<file path="config.mk">
export PLATFORM = sky130hd
export DESIGN_NAME = line_prefix_rewriter
export DESIGN_NICKNAME = d
export VERILOG_FILES = /design/src/rtl/lpr_pkg.sv /design/src/rtl/line_prefix_rewriter.sv /design/src/rtl/lpr_cfg.sv /design/src/rtl/lpr_scan.sv /design/src/rtl/lpr_emit.sv
export VERILOG_INCLUDE_DIRS = /design/src /design/src/rtl
export SDC_FILE = /design/constraint.sdc
export NUM_CORES = 1
export LEC_CHECK = 0
export BUFFER_PORTS_ARGS = -buffer_cell sky130_fd_sc_hd__buf_4
export CAP_MARGIN = 20
export CORE_MARGIN = 4
export CORE_UTILIZATION = 37
export DETAILED_ROUTE_END_ITERATION = 10
export GPL_TIMING_DRIVEN = 0
export PLACE_DENSITY = 0.59
export SLEW_MARGIN = 20
export SYNTH_ARGS = -nofsm -noshare
export SYNTH_HDL_FRONTEND = slang
export SYNTH_SLANG_ARGS = --single-unit
</file>
<file path="constraint.sdc">
create_clock -name i_clk -period 7.7 [get_ports i_clk]
set_input_delay 0.77 -clock i_clk [delete_from_list [all_inputs] [get_ports i_clk]]
set_output_delay 0.77 -clock i_clk [all_outputs]
set_load 0.01 [all_outputs]
</file>
<file path="src/rtl/line_prefix_rewriter_macros.svh">
// Assertion macros shared by the line prefix rewriter modules.
`ifndef LINE_PREFIX_REWRITER_MACROS_SVH
`define LINE_PREFIX_REWRITER_MACROS_SVH
`ifndef SYNTHESIS
// The consequent must hold in the same cycle as the antecedent.
`define LPR_ASSERT_SAME(label, ante, cons) \
    label: assert property (@(posedge i_clk) disable iff (!i_rst_n) (ante) |-> (cons)) \
        else $error("line_prefix_rewriter: assertion failed");
// The consequent must hold in the cycle after the antecedent.
`define LPR_ASSERT_NEXT(label, ante, cons) \
    label: assert property (@(posedge i_clk) disable iff (!i_rst_n) (ante) |=> (cons)) \
        else $error("line_prefix_rewriter: assertion failed");
`else
`define LPR_ASSERT_SAME(label, ante, cons)
`define LPR_ASSERT_NEXT(label, ante, cons)
`endif
`endif

</file>
<file path="src/rtl/lpr_pkg.sv">
// Types, constants and helpers shared by the line prefix rewriter modules.
`timescale 1ns / 1ps
package lpr_pkg;

    localparam int          CFG_INDEX_W = 3;
    localparam int          LEN_FIELD_W = 24;
    localparam logic [7:0]  NEWLINE_BYTE = 8'd10;
    localparam logic [LEN_FIELD_W-1:0] LEN_FIELD_SAT = '1;

    typedef enum logic [CFG_INDEX_W-1:0] {
        CFG_STRIP_LOW    = 3'd0,
        CFG_STRIP_HIGH   = 3'd1,
        CFG_STRIP_LENGTH = 3'd2,
        CFG_ADD_LOW      = 3'd3,
        CFG_ADD_HIGH     = 3'd4,
        CFG_ADD_LENGTH   = 3'd5
    } t_cfg_index;

    typedef enum logic {
        KIND_BYTE    = 1'b0,
        KIND_SUMMARY = 1'b1
    } t_kind;

    typedef struct packed {
        logic [7:0] in_byte;
        logic       in_last;
    } t_in;

    typedef struct packed {
        logic                   out_kind;
        logic [7:0]             out_byte;
        logic                   run_last;
        logic [LEN_FIELD_W-1:0] payload_length;
        logic                   any_rewritten;
    } t_out;

    typedef struct packed {
        logic [63:0] strip_low;
        logic [63:0] strip_high;
        logic [4:0]  strip_length;
        logic [63:0] add_low;
        logic [63:0] add_high;
        logic [4:0]  add_length;
    } t_cfg;

    // One item's worth of output work: held bytes, then the item byte or the
    // replacement prefix, then an optional summary.
    typedef struct packed {
        logic [4:0]             flush_cnt;
        logic                   body;
        logic [7:0]             body_byte;
        logic [4:0]             add_cnt;
        logic                   sum;
        logic [LEN_FIELD_W-1:0] sum_len;
        logic                   sum_any;
    } t_job;

    function automatic logic [7:0] prefix_byte(input logic [63:0] lo, input logic [63:0] hi,
                                               input logic [3:0] idx);
        logic [63:0] w;
        w = idx[3] ? hi : lo;
        return w[idx[2:0]*8 +: 8];
    endfunction

endpackage

</file>
<file path="src/rtl/line_prefix_rewriter.sv">
// Top level of the line prefix rewriter: configuration, line tracking and result sequencing.
`timescale 1ns / 1ps
// A byte's first result passes from the job registers to the output register. Throughput:
// one byte per cycle while each byte yields a single result and the output is not stalled;
// a byte with more results (held strip bytes, the replacement prefix, a summary) holds the
// sequencer until done. A byte that is held back yields no result and never stalls the input.
// Reset is synchronous and active low; it clears the line state and all configuration to zero.
module line_prefix_rewriter #(
    parameter int MAX_PREFIX  = 16,
    parameter int LENGTH_BITS = 24
) (
    input  logic                            i_clk,
    input  logic                            i_rst_n,
    input  logic                            i_cfg_valid,
    output logic                            o_cfg_ready,
    input  logic [lpr_pkg::CFG_INDEX_W-1:0] i_cfg_index,
    input  logic [63:0]                     i_cfg_data,
    input  logic                            i_in_valid,
    output logic                            o_in_ready,
    input  lpr_pkg::t_in                    i_in,
    output logic                            o_out_valid,
    input  logic                            i_out_ready,
    output lpr_pkg::t_out                   o_out
);
    import lpr_pkg::*;

    // Configuration writes are taken in every cycle; they are only expected
    // while the block is idle, so no interlock with the data path is needed.
    t_cfg cfg;
    t_job job;
    logic job_load;
    logic job_free;
    logic in_accept;

    assign o_cfg_ready = 1'b1;

    // The input is taken whenever the sequencer either holds no job or is
    // handing over the last result of its job in this very cycle, so a
    // stream of single-result bytes runs without a bubble.
    assign o_in_ready = job_free;
    assign in_accept  = i_in_valid && o_in_ready;

    lpr_cfg u_cfg (
        .i_clk       (i_clk),
        .i_rst_n     (i_rst_n),
        .i_cfg_valid (i_cfg_valid),
        .i_cfg_index (i_cfg_index),
        .i_cfg_data  (i_cfg_data),
        .o_cfg       (cfg)
    );

    // The scanner updates the match position, line phase, running length and
    // rewrite flag on every accepted byte, and describes the results the byte
    // causes as a compact job.
    lpr_scan #(
        .MAX_PREFIX  (MAX_PREFIX),
        .LENGTH_BITS (LENGTH_BITS)
    ) u_scan (
        .i_clk      (i_clk),
        .i_rst_n    (i_rst_n),
        .i_cfg      (cfg),
        .i_accept   (in_accept),
        .i_item     (i_in),
        .o_job_load (job_load),
        .o_job      (job)
    );

    // The sequencer expands a job into result transfers: held strip bytes are
    // regenerated from the configuration, then either the byte itself or the
    // replacement prefix, then the summary at the end of a payload.
    lpr_emit u_emit (
        .i_clk       (i_clk),
        .i_rst_n     (i_rst_n),
        .i_cfg       (cfg),
        .i_job_load  (job_load),
        .i_job       (job),
        .o_job_free  (job_free),
        .o_out_valid (o_out_valid),
        .i_out_ready (i_out_ready),
        .o_out       (o_out)
    );

endmodule

</file>
<file path="src/rtl/lpr_cfg.sv">
// Configuration register file of the line prefix rewriter.
`timescale 1ns / 1ps
module lpr_cfg (
    input  logic                           i_clk,
    input  logic                           i_rst_n,
    input  logic                           i_cfg_valid,
    input  logic [lpr_pkg::CFG_INDEX_W-1:0] i_cfg_index,
    input  logic [63:0]                    i_cfg_data,
    output lpr_pkg::t_cfg                  o_cfg
);
    import lpr_pkg::*;

    t_cfg r_cfg;

    always_ff @(posedge i_clk) begin
        if (!i_rst_n) begin
            r_cfg <= '0;
        end else if (i_cfg_valid) begin
            unique case (t_cfg_index'(i_cfg_index))
                CFG_STRIP_LOW:    r_cfg.strip_low    <= i_cfg_data;
                CFG_STRIP_HIGH:   r_cfg.strip_high   <= i_cfg_data;
                CFG_STRIP_LENGTH: r_cfg.strip_length <= i_cfg_data[4:0];
                CFG_ADD_LOW:      r_cfg.add_low      <= i_cfg_data;
                CFG_ADD_HIGH:     r_cfg.add_high     <= i_cfg_data;
                CFG_ADD_LENGTH:   r_cfg.add_length   <= i_cfg_data[4:0];
                default:          r_cfg              <= r_cfg;
            endcase
        end
    end

    assign o_cfg = r_cfg;

endmodule

</file>
<file path="src/rtl/lpr_scan.sv">
// Line state tracker: matches the strip prefix and turns each byte into a job.
`timescale 1ns / 1ps
`include "line_prefix_rewriter_macros.svh"
module lpr_scan #(
    parameter int MAX_PREFIX  = 16,
    parameter int LENGTH_BITS = 24
) (
    input  logic          i_clk,
    input  logic          i_rst_n,
    input  lpr_pkg::t_cfg i_cfg,
    input  logic          i_accept,
    input  lpr_pkg::t_in  i_item,
    output logic          o_job_load,
    output lpr_pkg::t_job o_job
);
    import lpr_pkg::*;

    localparam int PW = $clog2(MAX_PREFIX + 1);
    localparam int SW = LENGTH_BITS + 1;
    localparam int CW = (LENGTH_BITS > LEN_FIELD_W) ? LENGTH_BITS : LEN_FIELD_W;
    localparam logic [LENGTH_BITS-1:0] LEN_SAT = '1;

    logic [PW-1:0]          r_mp, n_mp;
    logic                   r_copy, n_copy;
    logic [LENGTH_BITS-1:0] r_count, n_count;
    logic                   r_matched, n_matched;

    logic [PW-1:0]          slen, alen;
    logic [PW-1:0]          flush, add;
    logic                   body;
    logic [7:0]             sbyte;
    logic [4:0]             n_bytes;
    logic [SW-1:0]          count_sum;
    logic [LENGTH_BITS-1:0] count_sat;
    logic [CW-1:0]          count_wide;

    assign slen = (i_cfg.strip_length > 5'(MAX_PREFIX)) ? PW'(MAX_PREFIX)
                                                        : PW'(i_cfg.strip_length);
    assign alen = (i_cfg.add_length > 5'(MAX_PREFIX)) ? PW'(MAX_PREFIX)
                                                      : PW'(i_cfg.add_length);
    assign sbyte = prefix_byte(i_cfg.strip_low, i_cfg.strip_high, 4'(r_mp));

    always_comb begin
        flush     = '0;
        add       = '0;
        body      = 1'b0;
        n_mp      = r_mp;
        n_copy    = r_copy;
        n_matched = r_matched;
        priority if (slen == '0) begin
            flush  = r_mp;
            body   = 1'b1;
            n_mp   = '0;
            n_copy = 1'b0;
        end else if (!r_copy) begin
            priority if (i_item.in_byte == NEWLINE_BYTE) begin
                flush = r_mp;
                body  = 1'b1;
                n_mp  = '0;
            end else if (r_mp < slen && i_item.in_byte == sbyte) begin
                if (r_mp + PW'(1) == slen) begin
                    add       = alen;
                    n_mp      = '0;
                    n_matched = 1'b1;
                    n_copy    = 1'b1;
                end else begin
                    n_mp = r_mp + PW'(1);
                end
            end else begin
                flush  = r_mp;
                body   = 1'b1;
                n_mp   = '0;
                n_copy = 1'b1;
            end
        end else begin
            body = 1'b1;
            if (i_item.in_byte == NEWLINE_BYTE) begin
                n_copy = 1'b0;
            end
        end
        // A partial match still held at the end of the payload is flushed. It
        // only arises when nothing else was emitted for this byte.
        if (i_item.in_last) begin
            flush = flush + n_mp;
        end
    end

    assign n_bytes    = 5'(flush) + 5'(body) + 5'(add);
    assign count_sum  = {1'b0, r_count} + SW'(n_bytes);
    assign count_sat  = (count_sum > SW'(LEN_SAT)) ? LEN_SAT : count_sum[LENGTH_BITS-1:0];
    assign count_wide = CW'(count_sat);
    assign n_count    = count_sat;

    always_comb begin
        o_job.flush_cnt = 5'(flush);
        o_job.body      = body;
        o_job.body_byte = i_item.in_byte;
        o_job.add_cnt   = 5'(add);
        o_job.sum       = i_item.in_last;
        o_job.sum_len   = (count_wide > CW'(LEN_FIELD_SAT)) ? LEN_FIELD_SAT
                                                           : count_wide[LEN_FIELD_W-1:0];
        o_job.sum_any   = n_matched;
    end

    assign o_job_load = i_accept && (flush != '0 || body || add != '0 || i_item.in_last);

    always_ff @(posedge i_clk) begin
        if (!i_rst_n) begin
            r_mp      <= '0;
            r_copy    <= 1'b0;
            r_count   <= '0;
            r_matched <= 1'b0;
        end else if (i_accept) begin
            if (i_item.in_last) begin
                r_mp      <= '0;
                r_copy    <= 1'b0;
                r_count   <= '0;
                r_matched <= 1'b0;
            end else begin
                r_mp      <= n_mp;
                r_copy    <= n_copy;
                r_count   <= n_count;
                r_matched <= n_matched;
            end
        end
    end

    `LPR_ASSERT_SAME(a_held_below_max, 1'b1, r_mp < PW'(MAX_PREFIX))
    `LPR_ASSERT_NEXT(a_last_clears, i_accept && i_item.in_last,
                     r_mp == '0 && !r_copy && r_count == '0 && !r_matched)
    `LPR_ASSERT_SAME(a_add_alone, i_accept && add != '0, !body && flush == '0)

endmodule

</file>
<file path="src/rtl/lpr_emit.sv">
// Result sequencer: plays out one job a result at a time into the output register.
`timescale 1ns / 1ps
`include "line_prefix_rewriter_macros.svh"
module lpr_emit (
    input  logic          i_clk,
    input  logic          i_rst_n,
    input  lpr_pkg::t_cfg i_cfg,
    input  logic          i_job_load,
    input  lpr_pkg::t_job i_job,
    output logic          o_job_free,
    output logic          o_out_valid,
    input  logic          i_out_ready,
    output lpr_pkg::t_out o_out
);
    import lpr_pkg::*;

    logic                   r_job_valid;
    logic [3:0]             r_fidx;
    logic [4:0]             r_fleft;
    logic                   r_body;
    logic [7:0]             r_byte;
    logic [3:0]             r_aidx;
    logic [4:0]             r_aleft;
    logic                   r_sum;
    logic [LEN_FIELD_W-1:0] r_len;
    logic                   r_any;

    logic r_out_valid;
    t_out r_out;

    t_out cur;
    logic cur_last;
    logic out_load;

    always_comb begin
        cur          = '0;
        cur.out_kind = KIND_BYTE;
        cur_last     = 1'b0;
        priority if (r_fleft != '0) begin
            cur.out_byte = prefix_byte(i_cfg.strip_low, i_cfg.strip_high, r_fidx);
            cur_last     = r_fleft == 5'd1 && !r_body && r_aleft == '0 && !r_sum;
        end else if (r_body) begin
            cur.out_byte = r_byte;
            cur_last     = r_aleft == '0 && !r_sum;
        end else if (r_aleft != '0) begin
            cur.out_byte = prefix_byte(i_cfg.add_low, i_cfg.add_high, r_aidx);
            cur_last     = r_aleft == 5'd1 && !r_sum;
        end else begin
            cur.out_kind       = KIND_SUMMARY;
            cur.payload_length = r_len;
            cur.any_rewritten  = r_any;
            cur_last           = 1'b1;
        end
        cur.run_last = cur_last;
    end

    assign out_load   = r_job_valid && (!r_out_valid || i_out_ready);
    assign o_job_free = !r_job_valid || (out_load && cur_last);

    // A new job only arrives when the sequencer is empty or hands over the last
    // result of its job, so loading it replaces all of the job state.
    always_ff @(posedge i_clk) begin
        if (!i_rst_n) begin
            r_job_valid <= 1'b0;
            r_fidx      <= '0;
            r_fleft     <= '0;
            r_body      <= 1'b0;
            r_aidx      <= '0;
            r_aleft     <= '0;
            r_sum       <= 1'b0;
        end else if (i_job_load) begin
            r_job_valid <= 1'b1;
            r_fidx      <= '0;
            r_fleft     <= i_job.flush_cnt;
            r_body      <= i_job.body;
            r_aidx      <= '0;
            r_aleft     <= i_job.add_cnt;
            r_sum       <= i_job.sum;
        end else if (out_load) begin
            priority if (r_fleft != '0) begin
                r_fleft <= r_fleft - 5'd1;
                r_fidx  <= r_fidx + 4'd1;
            end else if (r_body) begin
                r_body <= 1'b0;
            end else if (r_aleft != '0) begin
                r_aleft <= r_aleft - 5'd1;
                r_aidx  <= r_aidx + 4'd1;
            end else begin
                r_sum <= 1'b0;
            end
            if (cur_last) begin
                r_job_valid <= 1'b0;
            end
        end
    end

    always_ff @(posedge i_clk) begin
        if (i_job_load) begin
            r_byte <= i_job.body_byte;
            r_len  <= i_job.sum_len;
            r_any  <= i_job.sum_any;
        end
    end

    always_ff @(posedge i_clk) begin
        if (!i_rst_n) begin
            r_out_valid <= 1'b0;
        end else if (out_load) begin
            r_out_valid <= 1'b1;
        end else if (i_out_ready) begin
            r_out_valid <= 1'b0;
        end
    end

    always_ff @(posedge i_clk) begin
        if (out_load) begin
            r_out <= cur;
        end
    end

    assign o_out_valid = r_out_valid;
    assign o_out       = r_out;

    `LPR_ASSERT_SAME(a_load_only_when_free, i_job_load, o_job_free)
    `LPR_ASSERT_SAME(a_summary_closes_run, r_out_valid && r_out.out_kind == KIND_SUMMARY,
                     r_out.run_last)
    `LPR_ASSERT_SAME(a_idle_job_empty, !r_job_valid,
                     r_fleft == '0 && !r_body && r_aleft == '0 && !r_sum)

endmodule

</file>
==> results_dict.tcl <==
set metrics [dict create \
    finish.utilization 0.438 \
    routed_wl_um 62300 \
    maxCapViolCount 0 \
    timing.fmax_ghz 0.138 \
    final_area_um2 22400 \
    status "complete, no violations" \
    slowest_stage "fa_1" \
    whs_ns 0.442 \
    grt_util_met2 0.364 \
    irDropWorstVdd_mv 0.163 \
    gp_congestion 0.943 \
    pre_cts_slack_ns -0.635 \
    ios 119 \
    rows 83 \
    gr-usage-met1 0.278 \
    via_per_inst 5.43 \
    cp-startpoint "u_scan.r_mp[1]" \
    synth_area_leader_cell "dfxtp_1" \
    dr.first_iter.drc_count 1233 \
    cp_max_fo 10 \
    clkTransAtPathRegs_ns 0.06 \
    nets 2271 \
    ant_nets 0 \
    cts_max_level 2 \
    dpl.hpwl_um 48300 \
    worst_path_largest_cell_delay_ns 0.48 \
    power.density_nw_per_um2 219 \
    clock-sinks 387 \
    wire_per_inst_um 21.7 \
    final.period_utilization 0.943 \
    post_cts_buffers 0 \
    grt-busiest-layer "met2" \
    first_global_vias 15108 \
    finalHoldViolations 0 \
    setup_viol_count_final 0 \
    drv_slew 0 \
    clk_path_buf_depth 3 \
    dr.pass1.iters 5 \
    setup_ws_ns 0.443 \
    n_fill_cell 4969 \
    period_needed_ns 7.26 \
    area.growth.synth_to_final_pct 17.3 \
    diodes 0 \
    slew_headroom 0.330 \
    synthTopCellsByArea "dfxtp_1, mux4_2, nand2_1" \
    hp-start "i_in[1]" \
    drive_above_1_share 0.159 \
    synth_top_area_frac 0.334 \
    numPortBuffers 115 \
    gr-usage-all-layers 0.219 \
    leakage_uw 0.00789 \
    ys.warnings.count 0 \
    synth_fp_nets 2108 \
    drc_errors 0 \
    synth-edff-count 68 \
    rr_startpoint "u_scan.r_mp[1]" \
    grt_max_degree 43 \
    vias 15608 \
    synth_ff_type "dfxtp_1" \
    syn_avg_cell_area_um2 9.57 \
    end_kind "flip-flop" \
    cts_buffers 43 \
    yosysSeqAreaShare 0.441 \
    die_y_um 235 \
    antenna_found_initial 2 \
    synth_seq_cells 387 \
    startpoint_type "flip-flop" \
    grt_setup_unrepaired "no" \
    die_x_um 235 \
    dieArea_um2 55400 \
    core_area_um2 51200 \
    total_power_uw 4910 \
    synthCells 1999 \
    ys_types 75 \
    start_util 0.373 \
    arrival_ns 7.56 \
    place_area_um2 20900 \
    overflow 0 \
    cts-root-buf "clkbuf_16" \
    synthArstFlopShare 0 \
    clk_latency_ns 0.58 \
    crit_type "reg2reg" \
    synth_area_um2 19100 \
    skew_ns 0.0247 \
    cts_tree "yes" \
    grt_pass1_wl_um 93200 \
    hold_path.class "in2reg" \
    critPathRequiredTime_ns 8.00 \
    tightest_slew_ns 1.01 \
    grt_use_met3 0.0469 \
]
-- synth_stat cells, types with 8 or more instances --
library cell,n
o221a_2,8
buf_1,13
xor2_1,24
and3_1,19
clkbuf_1,120
dfxtp_1,319
o21ai_0,16
a31oi_1,11
edfxtp_1,68
mux2i_1,42
ha_1,24
nor2b_1,35
a221oi_1,10
a21oi_1,33
nor3_1,13
o21ai_1,13
and2_1,37
nand3b_1,8
a21boi_0,257
inv_1,22
o21a_1,8
a22oi_1,15
nand4_1,8
mux4_2,99
nor2_1,53
xnor2_1,20
nand2_1,580
buf_2,11
nand3_1,15
-- layout make-up --
cell class	instances	area (um^2)	share of cell area
tap	680	851	0.0379
timing repair buffer	119	906	0.0404
clock buffer	57	1230	0.0548
buffer	147	601	0.0268
clock inverter	23	268	0.0119
multi-input combinational	1439	10000	0.448
sequential	387	8430	0.376
inverter	25	95.1	0.00424
-- worst max-delay path, delay by kind of cell, from the launching register on --
family                   cells  cell delay (ns)
AO/OA/AOI/OAI               11             2.26
adder cells (fa/ha/maj)      4             1.44
AND/OR/NAND/NOR              7             1.40
buffers and inverters        4             1.12
flip-flops                   1             0.38
XOR/XNOR                     2             0.35
-- kinds of logic (layout without fill, tap and decap cells) --
kind of cell / count (synthesis) / after routing / synth area share
AO/OA/AOI/OAI: 418 / 418 / 0.159
XOR/XNOR: 44 / 44 / 0.0202
adder cells (fa/ha/maj): 28 / 28 / 0.0199
buffers and inverters: 173 / 371 / 0.0355
flip-flops: 387 / 387 / 0.441
multiplexers: 148 / 148 / 0.143
other: 1 / 1 / 0.000196
AND/OR/NAND/NOR: 800 / 800 / 0.181
-- flip-flops by register name (all words and copies together) (netlist names), 5 cells and up --
| name | count |
|---|---|
| u_cfg.o_cfg | 266 |
| u_emit.o_out | 35 |
| u_emit.r_aleft | 5 |
| u_emit.r_byte | 8 |
| u_emit.r_fleft | 5 |
| u_emit.r_len | 24 |
| u_scan.r_count | 24 |
| u_scan.r_mp | 5 |
-- cell usage in the layout (no fill, tap or decap), types with 6 or more instances in the layout --
cell type  synthesis  layout
a21boi_0         257     256
a21boi_1           6       6
a21o_1             7       7
a21oi_1           33      32
a221oi_1          10      10
a22oi_1           15      15
a31oi_1           11      11
and2_1            37      35
and3_1            19      19
buf_1             13      13
buf_2             11       8
buf_4              4     122
clkbuf_1         120     119
clkbuf_16          0      44
clkbuf_8           0       8
clkinv_2           0      11
dfxtp_1          319     318
edfxtp_1          68      68
ha_1              24      24
inv_1             22      22
mux2_2             6       6
mux2i_1           42      42
mux4_2            99      99
nand2_1          580     580
nand3_1           15      14
nand3b_1           8       8
nand4_1            8       8
nor2_1            53      52
nor2b_1           35      35
nor3_1            13      10
o21a_1             8       8
o21ai_0           16      16
o21ai_1           13      13
o221a_2            8       8
o31ai_1            6       6
xnor2_1           20      20
xor2_1            24      24
-- timing repair --
item | 4_1_cts | 5_1_grt
gates resized for setup | 5 | 16
setup endpoints to repair | 44 | 39
hold buffers | 0 | 0
-- per-layer routing --
metal | wire length [um] | vias to the layer above
li1 | - | 7309
met1 | 25600 | 7565
met2 | 29300 | 588
met3 | 4650 | 144
met4 | 2760 | 2
met5 | 13 | -
-- path summary, 6_finish.rpt --
check	end	slack, ns	cells after the start
worst max-delay path	u_emit.r_len[8]	0.44	28
worst min-delay path	u_emit.r_byte[0]	0.44	1
worst max register to register	u_emit.r_len[8]	0.44	28
worst min register to register	u_cfg.o_cfg[38]	0.46	2
-- power breakdown --
part	switching [uW]	leakage [uW]	total, uW	internal, uW
Clock	869	0.000733	2170	1300
Combinational	332	0.00391	536	205
Sequential	44.5	0.00325	2200	2160
-- through the flow --
| step | instances | TNS [ns] |
|---|---|---|
| 2_1_floorplan | 1999 | 0 |
| 3_3_place_gp | 2794 | -16.46 |
| 3_5_place_dp | 2798 | -15.57 |
| 4_1_cts | 2877 | 0 |
| 5_1_grt | 2877 | 0 |
| 6_report | 2877 | 0 |
Note: power is estimated with default switching activity, not from simulation.
